File: src/hdl/proximity_reading_merger_macros.svh
// assertion macros shared by the proximity reading merger rtl
`ifndef PROXIMITY_READING_MERGER_MACROS_SVH
`define PROXIMITY_READING_MERGER_MACROS_SVH

// condition must hold at every clock edge out of reset
`define PRX_ASSERT_ALWAYS(label, cond, msg) \
    label: assert property (@(posedge clk) disable iff (!rst_n) (cond)) else $error(msg);

// consequent must hold in the same cycle as the antecedent
`define PRX_ASSERT_IMPL(label, ante, cons, msg) \
    label: assert property (@(posedge clk) disable iff (!rst_n) (ante) |-> (cons)) \
        else $error(msg);

// consequent must hold in the cycle after the antecedent
`define PRX_ASSERT_NEXT(label, ante, cons, msg) \
    label: assert property (@(posedge clk) disable iff (!rst_n) (ante) |=> (cons)) \
        else $error(msg);

`endif

File: src/hdl/prx_pkg.sv
// types, constants and codes shared by the proximity reading merger
`timescale 1ns / 1ps

package prx_pkg;

    localparam int MAX_ITEMS = 16;
    localparam int IDX_W     = $clog2(MAX_ITEMS);
    localparam int CNT_W     = $clog2(MAX_ITEMS + 1);

    localparam int CFG_IDX_W  = 1;
    localparam int CFG_DATA_W = 16;

    localparam logic [CFG_IDX_W-1:0] REG_AGG_MODE = 1'd0;
    localparam logic [CFG_IDX_W-1:0] REG_MAX_DIST = 1'd1;

    typedef struct packed {
        logic signed [15:0] pos_x;
        logic signed [15:0] pos_y;
        logic signed [15:0] reading;
        logic signed [15:0] sink_id;
        logic [7:0]         subscription_id;
        logic               batch_end;
    } item_t;

    typedef struct packed {
        logic signed [15:0] out_sink;
        logic [7:0]         out_subscription;
        logic signed [15:0] out_x;
        logic signed [15:0] out_y;
        logic signed [15:0] out_value;
        logic               overflow;
        logic               run_end;
    } result_t;

    // one stored reading
    typedef struct packed {
        logic signed [15:0] x;
        logic signed [15:0] y;
        logic signed [15:0] value;
    } slot_t;

    localparam int SLOT_W = $bits(slot_t);

    typedef enum logic [0:0] {
        ALU_NEAR,
        ALU_AVG
    } alu_op_t;

    typedef struct packed {
        alu_op_t            op;
        logic signed [15:0] a;
        logic signed [15:0] b;
    } alu_req_t;

    typedef struct packed {
        logic signed [15:0] result;
        logic               near;
    } alu_rsp_t;

    typedef enum logic [3:0] {
        ST_IDLE,
        ST_I_SCAN,
        ST_I_LOAD,
        ST_J_SCAN,
        ST_CMP_X,
        ST_CMP_Y,
        ST_AVG_V,
        ST_AVG_X,
        ST_AVG_Y,
        ST_WB,
        ST_EMIT_SCAN,
        ST_EMIT_OUT
    } state_t;

endpackage

File: src/hdl/prx_ram.sv
// generic single-write, single-read ram with registered read data
`timescale 1ns / 1ps

module prx_ram #(
    parameter int WIDTH = 48,
    parameter int DEPTH = 16,
    localparam int ADDR_W = (DEPTH > 1) ? $clog2(DEPTH) : 1
) (
    input  logic              clk,
    input  logic              wr_en,
    input  logic [ADDR_W-1:0] wr_addr,
    input  logic [WIDTH-1:0]  wr_data,
    input  logic [ADDR_W-1:0] rd_addr,
    output logic [WIDTH-1:0]  rd_data
);

    logic [WIDTH-1:0] mem [DEPTH];
    logic [WIDTH-1:0] rd_data_reg;

    always_ff @(posedge clk)
    begin
        if (wr_en)
        begin
            mem[wr_addr] <= wr_data;
        end
        rd_data_reg <= mem[rd_addr];
    end

    assign rd_data = rd_data_reg;

endmodule

File: src/hdl/prx_alu.sv
// shared add/subtract unit: per-axis distance check and truncated average
`timescale 1ns / 1ps

module prx_alu import prx_pkg::*; (
    input  alu_req_t    req,
    input  logic [15:0] max_dist,
    output alu_rsp_t    rsp
);

    logic               sub;
    logic signed [16:0] a_ext;
    logic signed [16:0] b_ext;
    logic signed [16:0] sum;
    logic [16:0]        mag;
    logic signed [16:0] rounded;
    logic signed [16:0] half;

    always_comb
    begin
        sub   = (req.op == ALU_NEAR);
        a_ext = {req.a[15], req.a};
        b_ext = {req.b[15], req.b};
        // one adder: a - b for the distance, a + b for the average
        sum   = a_ext + (sub ? ~b_ext : b_ext) + {16'd0, sub};
        mag   = sum[16] ? (~sum + 17'd1) : sum;
        // bias negatives by one so the shift truncates toward zero
        rounded = sum + $signed({16'd0, sum[16]});
        half    = rounded >>> 1;

        rsp.near   = (mag[15:0] <= max_dist);
        rsp.result = half[15:0];
    end

endmodule

File: src/hdl/proximity_reading_merger.sv
// top level: batch loader, merge sequencer and result emitter
`timescale 1ns / 1ps

`include "proximity_reading_merger_macros.svh"

// proximity reading merger
// readings are loaded one per start pulse into MAX_ITEMS slots; busy stays
// low between items of a batch. the item with batch_end set closes the
// batch (its sink and subscription tags apply to all results) and raises
// busy until the last result has gone out. items beyond the slot count are
// dropped and every result of that batch shows overflow. in pass mode the
// loaded slots are emitted in load order; in merge mode a sequencer sweeps
// slot pairs (i, j), j > i, through a single shared add/subtract unit: a
// live slot i is scanned, loaded, followed by the closing inner scan and
// written back; a live j is tested on x, then on y, and on a merge the
// value, x and y are averaged and slot j dies; dead slots are skipped.
// sweeps repeat until one full sweep makes no merge. emission then scans
// for each surviving reading and puts it out, skipping dead slots. each
// result is on the result port for exactly one cycle, marked by
// result_strobe; the receiver cannot stall, run_end marks the last beat of
// the batch, and busy drops in the cycle after it. configuration writes
// are taken only while busy is low (cfg_ready follows !busy); a write
// between items of a batch applies to that batch when it closes.
module proximity_reading_merger import prx_pkg::*; (
    input  logic                  clk,
    input  logic                  rst_n,

    // item channel
    input  logic                  start,
    output logic                  busy,
    input  item_t                 item,

    // configuration write channel
    input  logic                  cfg_valid,
    output logic                  cfg_ready,
    input  logic [CFG_IDX_W-1:0]  cfg_index,
    input  logic [CFG_DATA_W-1:0] cfg_data,

    // result channel, no backpressure
    output logic                  result_strobe,
    output result_t               result
);

    // configuration registers
    logic        agg_mode_reg;
    logic [15:0] max_dist_reg;

    // sequencer state
    state_t               state_reg,        state_next;
    logic [CNT_W-1:0]     i_reg,            i_next;
    logic [CNT_W-1:0]     j_reg,            j_next;
    logic [CNT_W-1:0]     loaded_count_reg, loaded_count_next;
    logic                 dropped_reg,      dropped_next;
    logic                 changed_reg,      changed_next;
    logic [MAX_ITEMS-1:0] slot_alive_reg,   slot_alive_next;

    // payload held across the sweep
    slot_t                work_reg,         work_next;
    logic signed [15:0]   sink_reg,         sink_next;
    logic [7:0]           sub_reg,          sub_next;

    // slot memory
    logic                 ram_we;
    logic [IDX_W-1:0]     ram_waddr;
    slot_t                ram_wdata;
    logic [IDX_W-1:0]     ram_raddr;
    slot_t                ram_rdata;

    // shared arithmetic
    alu_req_t             alu_req;
    alu_rsp_t             alu_rsp;

    logic                 last_alive;

    prx_ram #(
        .WIDTH (SLOT_W),
        .DEPTH (MAX_ITEMS)
    ) u_slots (
        .clk     (clk),
        .wr_en   (ram_we),
        .wr_addr (ram_waddr),
        .wr_data (ram_wdata),
        .rd_addr (ram_raddr),
        .rd_data (ram_rdata)
    );

    prx_alu u_alu (
        .req      (alu_req),
        .max_dist (max_dist_reg),
        .rsp      (alu_rsp)
    );

    // settings only change while no batch is being merged or emitted
    assign cfg_ready = !busy;
    assign busy      = (state_reg != ST_IDLE);

    // configuration writes
    always_ff @(posedge clk or negedge rst_n)
    begin
        if (!rst_n)
        begin
            agg_mode_reg <= 1'b0;
            max_dist_reg <= '0;
        end
        else if (cfg_valid && cfg_ready)
        begin
            case (cfg_index)
                REG_AGG_MODE: agg_mode_reg <= cfg_data[0];
                REG_MAX_DIST: max_dist_reg <= cfg_data[15:0];
                default:      agg_mode_reg <= agg_mode_reg;
            endcase
        end
    end

    // control registers
    always_ff @(posedge clk or negedge rst_n)
    begin
        if (!rst_n)
        begin
            state_reg        <= ST_IDLE;
            i_reg            <= '0;
            j_reg            <= '0;
            loaded_count_reg <= '0;
            dropped_reg      <= 1'b0;
            changed_reg      <= 1'b0;
            slot_alive_reg   <= '0;
        end
        else
        begin
            state_reg        <= state_next;
            i_reg            <= i_next;
            j_reg            <= j_next;
            loaded_count_reg <= loaded_count_next;
            dropped_reg      <= dropped_next;
            changed_reg      <= changed_next;
            slot_alive_reg   <= slot_alive_next;
        end
    end

    // payload registers
    always_ff @(posedge clk)
    begin
        work_reg <= work_next;
        sink_reg <= sink_next;
        sub_reg  <= sub_next;
    end

    // no live slot above the one being emitted
    always_comb
    begin
        last_alive = 1'b1;
        for (int k = 0; k < MAX_ITEMS; k++)
        begin
            if (slot_alive_reg[k] && (CNT_W'(k) > i_reg))
            begin
                last_alive = 1'b0;
            end
        end
    end

    // read address: the i slot while scanning or loading i or emitting, else the j slot
    always_comb
    begin
        case (state_reg)
            ST_I_SCAN, ST_I_LOAD, ST_EMIT_SCAN, ST_EMIT_OUT: ram_raddr = i_reg[IDX_W-1:0];
            default:                                         ram_raddr = j_reg[IDX_W-1:0];
        endcase
    end

    // sequencer
    always_comb
    begin
        state_next        = state_reg;
        i_next            = i_reg;
        j_next            = j_reg;
        loaded_count_next = loaded_count_reg;
        dropped_next      = dropped_reg;
        changed_next      = changed_reg;
        slot_alive_next   = slot_alive_reg;
        work_next         = work_reg;
        sink_next         = sink_reg;
        sub_next          = sub_reg;
        ram_we            = 1'b0;
        ram_waddr         = i_reg[IDX_W-1:0];
        ram_wdata         = work_reg;
        alu_req.op        = ALU_NEAR;
        alu_req.a         = work_reg.x;
        alu_req.b         = ram_rdata.x;
        result_strobe     = 1'b0;

        case (state_reg)
            ST_IDLE:
            begin
                if (start)
                begin
                    if (loaded_count_reg < CNT_W'(MAX_ITEMS))
                    begin
                        ram_we    = 1'b1;
                        ram_waddr = loaded_count_reg[IDX_W-1:0];
                        ram_wdata = '{x: item.pos_x, y: item.pos_y, value: item.reading};
                        slot_alive_next[loaded_count_reg[IDX_W-1:0]] = 1'b1;
                        loaded_count_next = loaded_count_reg + CNT_W'(1);
                    end
                    else
                    begin
                        dropped_next = 1'b1;
                    end
                    if (item.batch_end)
                    begin
                        sink_next    = item.sink_id;
                        sub_next     = item.subscription_id;
                        i_next       = '0;
                        changed_next = 1'b0;
                        state_next   = agg_mode_reg ? ST_I_SCAN : ST_EMIT_SCAN;
                    end
                end
            end

            // outer loop: pick the next live slot i
            ST_I_SCAN:
            begin
                if (i_reg >= loaded_count_reg)
                begin
                    i_next = '0;
                    if (changed_reg)
                    begin
                        changed_next = 1'b0;
                    end
                    else
                    begin
                        state_next = ST_EMIT_SCAN;
                    end
                end
                else if (slot_alive_reg[i_reg[IDX_W-1:0]])
                begin
                    j_next     = i_reg + CNT_W'(1);
                    state_next = ST_I_LOAD;
                end
                else
                begin
                    i_next = i_reg + CNT_W'(1);
                end
            end

            ST_I_LOAD:
            begin
                work_next  = ram_rdata;
                state_next = ST_J_SCAN;
            end

            // inner loop: pick the next live slot j
            ST_J_SCAN:
            begin
                if (j_reg >= loaded_count_reg)
                begin
                    state_next = ST_WB;
                end
                else if (slot_alive_reg[j_reg[IDX_W-1:0]])
                begin
                    state_next = ST_CMP_X;
                end
                else
                begin
                    j_next = j_reg + CNT_W'(1);
                end
            end

            ST_CMP_X:
            begin
                if (alu_rsp.near)
                begin
                    state_next = ST_CMP_Y;
                end
                else
                begin
                    j_next     = j_reg + CNT_W'(1);
                    state_next = ST_J_SCAN;
                end
            end

            ST_CMP_Y:
            begin
                alu_req.a = work_reg.y;
                alu_req.b = ram_rdata.y;
                if (alu_rsp.near)
                begin
                    state_next = ST_AVG_V;
                end
                else
                begin
                    j_next     = j_reg + CNT_W'(1);
                    state_next = ST_J_SCAN;
                end
            end

            ST_AVG_V:
            begin
                alu_req.op      = ALU_AVG;
                alu_req.a       = work_reg.value;
                alu_req.b       = ram_rdata.value;
                work_next.value = alu_rsp.result;
                state_next      = ST_AVG_X;
            end

            ST_AVG_X:
            begin
                alu_req.op  = ALU_AVG;
                work_next.x = alu_rsp.result;
                state_next  = ST_AVG_Y;
            end

            // last average, then slot j dies
            ST_AVG_Y:
            begin
                alu_req.op  = ALU_AVG;
                alu_req.a   = work_reg.y;
                alu_req.b   = ram_rdata.y;
                work_next.y = alu_rsp.result;
                slot_alive_next[j_reg[IDX_W-1:0]] = 1'b0;
                changed_next = 1'b1;
                j_next       = j_reg + CNT_W'(1);
                state_next   = ST_J_SCAN;
            end

            ST_WB:
            begin
                ram_we     = 1'b1;
                ram_waddr  = i_reg[IDX_W-1:0];
                ram_wdata  = work_reg;
                i_next     = i_reg + CNT_W'(1);
                state_next = ST_I_SCAN;
            end

            ST_EMIT_SCAN:
            begin
                if (i_reg >= loaded_count_reg)
                begin
                    slot_alive_next   = '0;
                    loaded_count_next = '0;
                    dropped_next      = 1'b0;
                    state_next        = ST_IDLE;
                end
                else if (slot_alive_reg[i_reg[IDX_W-1:0]])
                begin
                    state_next = ST_EMIT_OUT;
                end
                else
                begin
                    i_next = i_reg + CNT_W'(1);
                end
            end

            // one result beat; the batch closes on its last survivor
            ST_EMIT_OUT:
            begin
                result_strobe = 1'b1;
                if (last_alive)
                begin
                    slot_alive_next   = '0;
                    loaded_count_next = '0;
                    dropped_next      = 1'b0;
                    state_next        = ST_IDLE;
                end
                else
                begin
                    i_next     = i_reg + CNT_W'(1);
                    state_next = ST_EMIT_SCAN;
                end
            end

            default:
            begin
                state_next = ST_IDLE;
            end
        endcase
    end

    always_comb
    begin
        result.out_sink         = sink_reg;
        result.out_subscription = sub_reg;
        result.out_x            = ram_rdata.x;
        result.out_y            = ram_rdata.y;
        result.out_value        = ram_rdata.value;
        result.overflow         = dropped_reg;
        result.run_end          = last_alive;
    end

    // a beat only goes out from a live slot inside the loaded range
    `PRX_ASSERT_IMPL(a_emit_live, result_strobe, slot_alive_reg[i_reg[IDX_W-1:0]] && (i_reg < loaded_count_reg), "result from a dead or unloaded slot")

    // the last beat of a batch returns the block to idle with empty slots
    `PRX_ASSERT_NEXT(a_end_idle, result_strobe && result.run_end, !busy && (slot_alive_reg == '0) && (loaded_count_reg == '0), "batch not closed after last beat")

    // a merge always marks the sweep as changed and kills a slot
    `PRX_ASSERT_NEXT(a_merge_marks, state_reg == ST_AVG_Y, changed_reg && ($countones(slot_alive_reg) + 1 == $countones($past(slot_alive_reg))), "merge did not retire a slot")

    // fill count never passes the slot count
    `PRX_ASSERT_ALWAYS(a_count_range, loaded_count_reg <= CNT_W'(MAX_ITEMS), "loaded count out of range")

endmodule

File: config.mk
export PLATFORM = sky130hd
export DESIGN_NAME = proximity_reading_merger
export DESIGN_NICKNAME = d
export VERILOG_FILES = /design/src/hdl/prx_pkg.sv /design/src/hdl/prx_ram.sv /design/src/hdl/prx_alu.sv /design/src/hdl/proximity_reading_merger.sv
export VERILOG_INCLUDE_DIRS = /design/src /design/src/hdl
export SDC_FILE = /design/constraint.sdc
export NUM_CORES = 1
export LEC_CHECK = 0
export BUFFER_PORTS_ARGS = -buffer_cell sky130_fd_sc_hd__buf_2
export CELL_PAD_IN_SITES_DETAIL_PLACEMENT = 1
export CELL_PAD_IN_SITES_GLOBAL_PLACEMENT = 2
export CORE_ASPECT_RATIO = 0.8
export CORE_MARGIN = 2
export CORE_UTILIZATION = 45
export CTS_BUF_LIST = sky130_fd_sc_hd__clkbuf_4
export CTS_CLUSTER_SIZE = 24
export DETAILED_ROUTE_END_ITERATION = 8
export HOLD_SLACK_MARGIN = 0.06
export PLACE_DENSITY_LB_ADDON = 0.12
export SYNTH_ARGS = -nofsm -noshare
export SYNTH_HDL_FRONTEND = slang
export SYNTH_SLANG_ARGS = --single-unit
File: constraint.sdc
create_clock -name clk -period 7.7 [get_ports clk]
set_input_delay 0 -clock clk [delete_from_list [all_inputs] [get_ports clk]]
set_output_delay 0 -clock clk [all_outputs]
set_load 0.02 [all_outputs]
==> results summary <==
The post-route fraction of the period consumed by the critical path came out at slightly above 90%. The first-pass GRT wire length is about 190,000 um. The minimum setup slack among reg-to-reg paths came out at just over 0.7 ns.

The pin count of the biggest net entering global routing came out at 100. The maximum clock frequency came out at 143 MHz. After synthesis the netlist holds a flip-flop and latch count of 942. By instance count, the leading cell after synthesis is sky130_fd_sc_hd__edfxtp_1.

The DRC violation count after routing is 0. The top fanout value on the critical path is 26. The initial antenna violation count came to 4. The initial utilization of the core area, before any placement, comes to between 40% and 50%. The tree is rooted in a sky130_fd_sc_hd__clkbuf_4.

The DRC marker count from the first detailed-route iteration came out at approximately 2,300. The cell area after layout came out at about 48,000 sq um. The die boundary height came out at 271 um.

The CTS sink count is between 900 and 1,000. After the flow finishes, the layout carries non-filler instances totaling roughly 4,400. For this block, the routed nets add up to 128,000 um of wire. The pre-antenna-repair detailed-routing pass consisted of 5 iterations. The share of synthesized area in the top cell type comes to between 60% and 70%. The routed layout has 25,900 vias.

The summed negative setup slack over all endpoints is 0 ns. The total die area is approximately 90,000 sq um. TritonCTS built the clock tree. The mean number of vias per cell is ~5.9.

The half-perimeter wire length after detailed placement is ~77,000 um. The number of warning messages in the yosys log came out at 0. The final RePlAce weighted congestion came out at just under 0.9. The data required time at the worst endpoint is 8.75 ns.

The detailed-route wire length per cell came out at between 20 and 30 um. The x dimension of the die came out at 338 um. The master of the slowest instance on the critical path is sky130_fd_sc_hd__dfrtp_1.

The clock-pin slew on the worst setup and hold paths is around 0.080 ns. The total nets after synthesis came out at ~2,700. The share of the yosys chip area belonging to registers is 68.6%. The slew at the pin closest to its max-slew limit is 1.24 ns. The final hold violation count came out at 0. The commonest cells after synthesis are sky130_fd_sc_hd__edfxtp_1, sky130_fd_sc_hd__nand2_1, sky130_fd_sc_hd__mux4_2. The placed cell count is ~3,800. In this run the mean area of a mapped cell was approximately 16 sq um. Counting instances, the worst hold path has a depth of 4. Once detail routing completed, the nets flagged for antenna violations numbered 0. After the last flow step, the layout net total stands at about 3,200. The number of global-route vias before repair is about 27,000. The post-CTS setup buffer count is 0. By area the synthesized netlist is led by sky130_fd_sc_hd__edfxtp_1, sky130_fd_sc_hd__mux4_2, sky130_fd_sc_hd__nand2_1. Among all flip-flop cells after synthesis, the most frequent one is sky130_fd_sc_hd__edfxtp_1.

The classification of the worst-slack hold path is in -> reg. For this run, the total global-route usage over all layers was measured as roughly 28%. The worst setup path category is reg -> reg. The reported max-cap violation count came out at 0. The H-tree depth came out at 4. The synthesized design spends more area on one cell type than any other, namely sky130_fd_sc_hd__edfxtp_1. The register with the most flip-flops in the layout has roughly 770 of them. The post-synthesis instance area is roughly 40,000 sq um. The kind of capture point of the worst setup path is a flip-flop. The number of hold buffers added after CTS was ~180. The setup skew after layout came out at 0.117 ns. The minimum clock period is 6.99 ns. Global routing finished with a remaining overflow of 0. The share of synthesized registers carrying an async set or reset came out at between 5 and 6%. Setup repair after global routing left no endpoint under its margin. Clock latency on the worst-skew pair, taken at its later pin, is between 1 and 1.5 ns.

In this design, the stage delay of the slowest critical-path cell is between 0.6 and 0.7 ns. STA classifies the critical path startpoint as a flip-flop. The boundary pin count is roughly 170. Measured in cells, the most critical reg-to-reg path has a length of 26.

The core area is between 80,000 and 90,000 sq um. The total of endpoints with negative setup slack in the final report is 0. The share of cells above drive strength 1 came out at 27.5%.

The deepest clock path buffer count came out at 3. Buffers placed on the I/O ports in this run total 170. The synthesis-to-finish area growth came out at 18.5%. The run finished with clean final reports.

The synthesized netlist contains between 80 and 90 unique library cells. The signal arrival time at the worst endpoint came out at about 8.0 ns. Counting the fill cells in the layout gives ~8,500. The synthesized instance count came out at around 2,600. The number of gates resized after cts is 0. The TritonCTS buffer count came out at about 230.

The final count of pins violating max slew was 0. The remaining max-slew budget at the tightest pin is about 17%. The number of enable flip-flop cells after synthesis is between 800 and 900.

The cell area reported after detailed placement came out at between 40,000 and 50,000 sq um. The row count came out at between 90 and 100.
==> final cells by class <==
type / instances / area (sq um) / share of cell area [%]
antenna: 5 / 12.5 / 0.0263
clock buffer: 356 / 2670 / 5.61
tap: 1188 / 1490 / 3.12
sequential: 942 / 27500 / 57.9
clock inverter: 63 / 423 / 0.888
inverter: 41 / 154 / 0.323
multi-input combinational: 1425 / 12100 / 25.4
timing repair buffer: 412 / 3240 / 6.80
==> cell usage in the layout (no fill, tap or decap), types with 10 or more instances in the layout <==
cell                            instances
sky130_fd_sc_hd__edfxtp_1             840
sky130_fd_sc_hd__nand2_1              376
sky130_fd_sc_hd__clkbuf_4             357
sky130_fd_sc_hd__mux4_2               202
sky130_fd_sc_hd__dlygate4sd3_1        183
sky130_fd_sc_hd__buf_2                170
sky130_fd_sc_hd__nor2_1                80
sky130_fd_sc_hd__a21oi_1               79
sky130_fd_sc_hd__a31oi_1               73
sky130_fd_sc_hd__o21ai_0               70
sky130_fd_sc_hd__and2_1                57
sky130_fd_sc_hd__ha_1                  54
sky130_fd_sc_hd__dfrtp_1               54
sky130_fd_sc_hd__a211oi_1              53
sky130_fd_sc_hd__buf_4                 49
sky130_fd_sc_hd__dfxtp_1               48
sky130_fd_sc_hd__inv_1                 39
sky130_fd_sc_hd__clkinv_1              38
sky130_fd_sc_hd__xor2_1                32
sky130_fd_sc_hd__xnor2_1               29
sky130_fd_sc_hd__nand3_1               28
sky130_fd_sc_hd__o21ai_1               23
sky130_fd_sc_hd__a21o_1                23
sky130_fd_sc_hd__mux2_2                19
sky130_fd_sc_hd__nor2_4                17
sky130_fd_sc_hd__a22o_1                16
sky130_fd_sc_hd__nand2b_1              15
sky130_fd_sc_hd__a22oi_1               15
sky130_fd_sc_hd__nor3_1                15
sky130_fd_sc_hd__nor2b_1               13
sky130_fd_sc_hd__and3_1                10
sky130_fd_sc_hd__o21a_1                10
sky130_fd_sc_hd__o211ai_1              10
==> cell families after synthesis <==
family                   share of synthesized area [%]
flip-flops                                        68.6
AND/OR/NAND/NOR                                   7.49
adder cells (fa/ha/maj)                           1.73
buffers and inverters                             1.97
XOR/XNOR                                          1.33
AO/OA/AOI/OAI                                     6.86
multiplexers                                      12.1
==> metal layers <==
metal	share of wire [%]	vias up	GRT usage, %	wire [um]
met5	0	-	0	0
met1	44	13700	40.3	55900
li1	-	11100	-	-
met3	5.9	202	4.24	7630
met4	2.3	0	8.74	2980
met2	48	954	45.5	61800
==> metrics by stage <==
| step | hold WS, ns | worst slack (ns) | utilization (%) |
|---|---|---|---|
| after floorplan | -0.296 | 1.57 | - |
| after global placement | 0.177 | 0.961 | 48.4 |
| after detailed placement | 0.179 | 0.833 | 48.4 |
| after CTS | 0.0605 | 0.794 | 54.1 |
| after global routing | 0.0993 | 0.0742 | 54.1 |
| final | 0.110 | 0.709 | 54.1 |
==> critical path: cells and delay by family, from the launching register on <==
kind | cells | cell delay (ns)
buf+inv | 1 | 0.34
compound gates | 10 | 2.68
fa+ha+maj | 2 | 0.88
xor+xnor | 2 | 0.28
flops | 1 | 0.62
simple gates | 11 | 2.06
==> worst paths after layout <==
kind                                     startpoint                        endpoint
min in group asynchronous                     rst_n            i_reg[2]$_DFFE_PN0P_
min reg2reg                 changed_reg$_DFFE_PN0P_         changed_reg$_DFFE_PN0P_
min                                        item[45]    u_slots.mem[5][20]$_DFFE_PP_
max in group asynchronous                     rst_n  slot_alive_reg[14]$_DFFE_PN0P_
max reg2reg                state_reg[2]$_DFFE_PN0P_            j_reg[0]$_DFFE_PN0P_
max                        state_reg[2]$_DFFE_PN0P_            j_reg[0]$_DFFE_PN0P_
Power is left out: the tool's default activity adds up to more than one toggle a clock period on the data nets, which glitch-free logic cannot reach.
